**config.mk**
```make
export PLATFORM = sky130hd
export DESIGN_NAME = bss_ctrl
export DESIGN_NICKNAME = d
export VERILOG_FILES = /design/src/rtl/bss_pkg.sv /design/src/rtl/bss_ctrl.sv
export SDC_FILE = /design/constraint.sdc
export NUM_CORES = 1
export LEC_CHECK = 0
export BUFFER_PORTS_ARGS = -buffer_cell sky130_fd_sc_hd__buf_2
export CORE_UTILIZATION = 51
export CTS_CLUSTER_SIZE = 40
export DETAILED_ROUTE_END_ITERATION = 8
export PLACE_DENSITY = 0.86
export SYNTH_ARGS = -nofsm -noshare
export SYNTH_HDL_FRONTEND = slang
export SYNTH_SLANG_ARGS = --single-unit
export TNS_END_PERCENT = 10
```
**constraint.sdc**
```tcl
create_clock -name clk -period 2.3 [get_ports clk]
set_input_delay 0.46 -clock clk [delete_from_list [all_inputs] [get_ports clk]]
set_output_delay 0.46 -clock clk [all_outputs]
set_load 0.02 [all_outputs]
```
**src/rtl/bss_pkg.sv**
```systemverilog
// Shared types for the subset-sum set core: command codes, result status,
// controller states and the command and status words between control and datapath.
// No dependencies.
package bss_pkg;

	typedef enum logic [2:0] {
		MODE_ADD_SHIFTED = 3'd0,
		MODE_ADD_IN_RANGE = 3'd1,
		MODE_OPEN = 3'd2,
		MODE_OPEN_INSERT = 3'd3,
		MODE_CLOSE = 3'd4,
		MODE_CLEAR_ALL = 3'd5,
		MODE_QUERY = 3'd6,
		MODE_NONE = 3'd7
	} mode_t;

	typedef enum logic [1:0] {
		ST_OK = 2'd0,
		ST_LEVEL_FULL = 2'd1,
		ST_AT_BASE = 2'd2
	} status_t;

	typedef enum logic [3:0] {
		S_INIT,
		S_IDLE,
		S_DISP,
		S_SH_RD,
		S_SH_TST,
		S_SH_PUT,
		S_IR_RD,
		S_IR_TST,
		S_IR_PUT,
		S_OP_PUT,
		S_CL_CMP,
		S_CL_JD,
		S_CL_ER,
		S_CLR,
		S_Q_TST,
		S_FIN
	} state_t;

	typedef struct packed {
		logic load;
		logic rd_tgt;
		logic rd_val;
		logic rd_jnl;
		logic put;
		logic step_up;
		logic step_down;
		logic mark_push;
		logic pop;
		logic erase;
		logic level_pop;
		logic clr_wr;
		logic clr_regs;
		logic set_member;
		logic set_full;
		logic set_base;
		logic finish;
	} cmd_t;

	typedef struct packed {
		logic bit_set;
		logic sh_skip;
		logic cur_zero;
		logic cur_past_top;
		logic over_lim;
		logic cur_last;
		logic val_in_map;
		logic lvl_full;
		logic lvl_base;
		logic jtop_gt_mark;
		logic out_busy;
	} sts_t;

endpackage

```
**src/rtl/bss_ctrl.sv**
```systemverilog
// Sequencer for the subset-sum set core: walks each command through datapath steps.
// Depends on bss_pkg.
module bss_ctrl (
	input  logic          clk,
	input  logic          arst_n,
	input  logic          in_valid,
	input  logic [2:0]    mode,
	input  bss_pkg::sts_t sts,
	output bss_pkg::cmd_t cmd,
	output logic          in_stall
);
	import bss_pkg::*;

	state_t state_q, state_d;
	mode_t  mode_q;

	always_ff @(posedge clk or negedge arst_n) begin
		if (!arst_n) begin
			state_q <= S_INIT;
			mode_q <= MODE_NONE;
		end else begin
			state_q <= state_d;
			if (state_q == S_IDLE && in_valid)
				mode_q <= mode_t'(mode);
		end
	end

	assign in_stall = (state_q != S_IDLE);

	always_comb begin
		cmd = '0;
		state_d = state_q;
		unique case (state_q)
			S_INIT, S_CLR: begin
				cmd.clr_wr = 1'b1;
				if (sts.cur_last) begin
					cmd.clr_regs = 1'b1;
					state_d = (state_q == S_INIT) ? S_IDLE : S_FIN;
				end
			end
			S_IDLE: begin
				if (in_valid) begin
					cmd.load = 1'b1;
					state_d = S_DISP;
				end
			end
			S_DISP: begin
				unique case (mode_q)
					MODE_ADD_SHIFTED: state_d = sts.sh_skip ? S_FIN : S_SH_RD;
					MODE_ADD_IN_RANGE: state_d = S_IR_RD;
					MODE_OPEN, MODE_OPEN_INSERT: begin
						if (sts.lvl_full) begin
							cmd.set_full = 1'b1;
							state_d = S_FIN;
						end else begin
							cmd.mark_push = 1'b1;
							if (mode_q == MODE_OPEN_INSERT && sts.val_in_map) begin
								cmd.rd_val = 1'b1;
								state_d = S_OP_PUT;
							end else begin
								state_d = S_FIN;
							end
						end
					end
					MODE_CLOSE: begin
						if (sts.lvl_base) begin
							cmd.set_base = 1'b1;
							state_d = S_FIN;
						end else begin
							state_d = S_CL_CMP;
						end
					end
					MODE_CLEAR_ALL: state_d = S_CLR;
					MODE_QUERY: begin
						cmd.rd_val = 1'b1;
						state_d = S_Q_TST;
					end
					default: state_d = S_FIN;
				endcase
			end
			S_SH_RD: state_d = S_SH_TST;
			S_SH_TST: begin
				if (sts.bit_set) begin
					cmd.rd_tgt = 1'b1;
					state_d = S_SH_PUT;
				end else if (sts.cur_zero) begin
					state_d = S_FIN;
				end else begin
					cmd.step_down = 1'b1;
					state_d = S_SH_RD;
				end
			end
			S_SH_PUT: begin
				cmd.put = !sts.bit_set;
				if (sts.cur_zero) begin
					state_d = S_FIN;
				end else begin
					cmd.step_down = 1'b1;
					state_d = S_SH_RD;
				end
			end
			S_IR_RD: state_d = sts.cur_past_top ? S_FIN : S_IR_TST;
			S_IR_TST: begin
				if (!sts.bit_set) begin
					cmd.step_up = 1'b1;
					state_d = S_IR_RD;
				end else if (sts.over_lim) begin
					state_d = S_FIN;
				end else begin
					cmd.rd_tgt = 1'b1;
					state_d = S_IR_PUT;
				end
			end
			S_IR_PUT: begin
				cmd.put = !sts.bit_set;
				cmd.step_up = 1'b1;
				state_d = S_IR_RD;
			end
			S_OP_PUT: begin
				cmd.put = !sts.bit_set;
				state_d = S_FIN;
			end
			S_CL_CMP: begin
				if (sts.jtop_gt_mark) begin
					cmd.pop = 1'b1;
					state_d = S_CL_JD;
				end else begin
					cmd.level_pop = 1'b1;
					state_d = S_FIN;
				end
			end
			S_CL_JD: begin
				cmd.rd_jnl = 1'b1;
				state_d = S_CL_ER;
			end
			S_CL_ER: begin
				cmd.erase = sts.bit_set;
				state_d = S_CL_CMP;
			end
			S_Q_TST: begin
				cmd.set_member = 1'b1;
				state_d = S_FIN;
			end
			S_FIN: begin
				if (!sts.out_busy) begin
					cmd.finish = 1'b1;
					state_d = S_IDLE;
				end
			end
			default: state_d = S_IDLE;
		endcase
	end

endmodule

```
Word-level counts from Yosys, hierarchy flattened
Index checks and enable logic that the tools add are counted.
- register bits: 7
- logic and storage cells: 88
- multiplexer cells: 51
- eq/ne operators: 25
- reduce and logical (&&, ||, !) cells: 10
- operators by type and width (operator ; count):
    $pmux W4 S14 ; 1
    $mux W4 ; 10
    $eq A4 B4 Y1 const B ; 8
    $mux W1 ; 29
    $pmux W4 S6 ; 1
    $eq A4 B3 Y1 const B ; 4
    $mux W3 ; 4
    $eq A3 B3 Y1 const B ; 3
    $eq A4 B2 Y1 const B ; 2
    $pmux W1 S2 ; 4
    $eq A3 B2 Y1 const B ; 2
    $ne A2 B2 Y1 const B ; 3
    $reduce_or A2 Y1 ; 3
    $eq A4 B1 Y1 const B ; 1
    $logic_not A4 Y1 ; 1
    $mux W2 ; 2
    $ne A4 B1 Y1 const B ; 1
    $eq A3 B1 Y1 const B ; 1
    $logic_not A3 Y1 ; 1
    $reduce_and A3 Y1 ; 1
    $reduce_or A3 Y1 ; 1
    $logic_and A1 B1 Y1 ; 2
    $logic_not A1 Y1 ; 1

Logic depth before layout (Yosys ltp)
- depth in word-level cells: 6
- mapped depth: 6
- depth with buffers taken out: 4

Worst setup path before layout
OpenSTA, ideal clock, no wires.
- kind: register to output
- from: reg state_q[0]
- to: out cmd[4] (netlist name)
- cell stages (with the launch flop): 5
- path slack: 0.294 ns
- buffers on the path: 1
- arrival time: 1.546 ns
- cell sequence: dfrtp_1 -> buf_6 -> or3_1 -> a21oi_1 -> and2_1
- RTL lines (item ; RTL line ; RTL):
    start: declaration ; bss_ctrl.sv:14 ; state_t state_q, state_d;
    start signal: assignment ; bss_ctrl.sv:22 ; state_q <= state_d;
    end: declaration ; bss_ctrl.sv:9 ; output bss_pkg::cmd_t cmd,

==> flow_summary.toml <==
[outcome]
status = "finished, final reports clean"

[pwr]
leakage_nw = 0.516
total_power_mw = 1.34
vdd.ir_drop.worst_v = 0.000826
p_per_area_nw_per_um2 = 1280

[sta]
setup_viol = 0
drv_slew = 0
rsz0062_at_grt = "no"
tns_ns = 0
period_share = 0.942
hold_viol_final = 0
finClkSkew_ns = 0.00554
max_freq_mhz = 461
fin_ws_ns = 0.132
hold_slack_ns = 0.0165
fin_crit_ns = 2.17
slew_headroom = 0.737
tightest_slew_ns = 0.391

[synth]
ys.warnings.count = 0
synth-edff-count = 0
syn_area_um2 = 852
synth_ff_type = "dfrtp_1"
synth-async-reset-ratio = 1.00
ys_seq_area_frac = 0.210
syn_area_per_cell_um2 = 7.28
synth_cells = 117
syn_nets = 134
yosysUniqueCellTypes = 45
ys_seq_elements = 7

[finish]
area_delta_synth_final_pct = 23.1
final_cell_mix = "buf_2 (34), nand2_1 (12), inv_1 (9)"
multi_input_area_um2 = 588
fin_util = 0.680
fin_nets = 169
n_fill_cell = 133
stdcell_area_um2 = 1050
drive_above_1_share = 0.364
n_antenna_cell = 0
mostFrequentLayoutCell = "buf_2"
final-instance-count-excl-fill = 167
seq_area_um2 = 180

[cts]
clock_path_buffers = 2
ctsRootBufferMaster = "clkbuf_4"
cts_buffers = 3
clock-sinks = 7
cts_tree = "done"
cts_max_level = 1
holdBufCountCts = 0
path_clk_slew_ns = 0.05
clkLatencyLatePin_ns = 0.26

[global_route]
grt.overflow.total = 0
antenna_found_initial = 0
grt_usage = 0.248
grt_pass1_wl_mm = 3.49
first_global_vias = 859
grt_max_degree = 20

[floorplan]
die_area_um2 = 1840
initial_core_util = 0.553
core_um2 = 1540
die_w_um = 42.9
rows = 14
pin_count = 35
chipHeight_um = 42.9

[worst_hold_path]
hold_class = "input pin to asynchronous set/reset pin"

[drt]
drcViolationCount = 0
wl_met3_um = 115
vias = 994
routed_wl_mm = 2.15
wl_per_cell_um = 12.9
route.met2.wl_mm = 1.11
highest_layer = "met4"
drtIter0Drc = 22
avgViaCountPerCell = 5.95
drt-met1-wl_um = 883
drtAntennaViolNets = 0
dr.pass1.iters = 4

[worst_setup_path]
worst-endpoint-arrival_ns = 1.71
worstPathRequired_ns = 1.84
cpMaxStageDelayCell = "dfrtp_1"
start_kind = "flip-flop"
crit_chain = "or2_1, nor2_2, and4b_1, buf_2"
critPathCaptureType = "primary output"
cp_max_fo = 12
slowest_delay_ns = 0.50
setup.worst_path.class = "flip-flop to primary output"

[placement]
port_buffers = 34
postPlaceCellArea_um2 = 1020
placedCellCount = 163
pre_cts_slack_ns = 0.328
dp.final_hpwl_mm = 1.67
gp_congestion = 0.890

[flow_run]
maxCapViolCount = 0
-- metal layers --
metal / up-vias / global-route usage
met4: 0 / 0.0813
met3: 4 / 0.0383
met2: 36 / 0.442
met1: 458 / 0.298
met5: - / 0
li1: 496 / -
-- what timing repair did --
action / in CTS / in global routing
setup buffers: 0 / 0
setup endpoints to repair: 0 / 6
resized for setup: 0 / 1
-- worst max-delay path, delay by kind of cell, from the launching register on --
family	cells	cell delay (ns)
buf+inv	1	0.17
flops	1	0.50
simple gates	3	0.77
-- sequential cells by signal (all words and copies together) (netlist names) --
signal   cells
state_q      4
mode_q       3
-- synth_stat cells, types with 2 or more instances --
| cell type | n | share of area |
|---|---|---|
| nand2_1 | 12 | 0.053 |
| inv_1 | 9 | 0.040 |
| nor3_1 | 7 | 0.041 |
| nand2b_1 | 6 | 0.044 |
| nor2_1 | 6 | 0.026 |
| a21oi_1 | 5 | 0.029 |
| buf_2 | 5 | 0.029 |
| nor2b_1 | 5 | 0.037 |
| dfrtp_1 | 4 | 0.12 |
| o21ai_0 | 4 | 0.023 |
| a21o_1 | 3 | 0.026 |
| and3_1 | 3 | 0.022 |
| dfstp_2 | 3 | 0.093 |
| mux2_2 | 3 | 0.040 |
| nand3_1 | 3 | 0.018 |
| nor2_2 | 3 | 0.022 |
| buf_4 | 2 | 0.018 |
| nand3b_1 | 2 | 0.018 |
| o21ai_1 | 2 | 0.012 |
| o221ai_1 | 2 | 0.021 |
| o311ai_0 | 2 | 0.021 |
| o32ai_1 | 2 | 0.021 |
| or3_1 | 2 | 0.015 |
-- cell type report --
class,count,area share
clock buffer,4,0.0251
inverter,9,0.0322
multi-input combinational,93,0.561
sequential,7,0.172
tap,16,0.0191
timing repair buffer,38,0.191
-- power breakdown --
group | leakage (nW) | switching (mW) | internal (mW)
Sequential | 0.0759 | 0.155 | 0.211
Clock | 0.0150 | 0.0476 | 0.0664
Combinational | 0.426 | 0.489 | 0.372
Total | 0.516 | 0.692 | 0.649
-- cell families (layout without fill, tap and decap cells) --
group                  Yosys count  count (layout)  share of synthesized area
AO/OA/AOI/OAI                   30              30                      0.253
buffers and inverters           17              51                     0.0998
flip-flops                       7               7                      0.210
multiplexers                     4               4                     0.0514
AND/OR/NAND/NOR                 59              59                      0.386
-- final timing paths --
check	from	end	slack, ns	depth (start not counted)
max in group asynchronous	arst_n	mode_q[1]	2.05	1
min in group clk	mode[2]	mode_q[2]	0.44	2
worst min register to register	mode_q[0]	mode_q[0]	0.66	1
worst min-delay path	arst_n	state_q[1]	0.02	1
worst max-delay path	state_q[2]	cmd[1]	0.13	4
worst max register to register	state_q[1]	state_q[1]	0.63	5
Power figures use the tool's default switching activity.
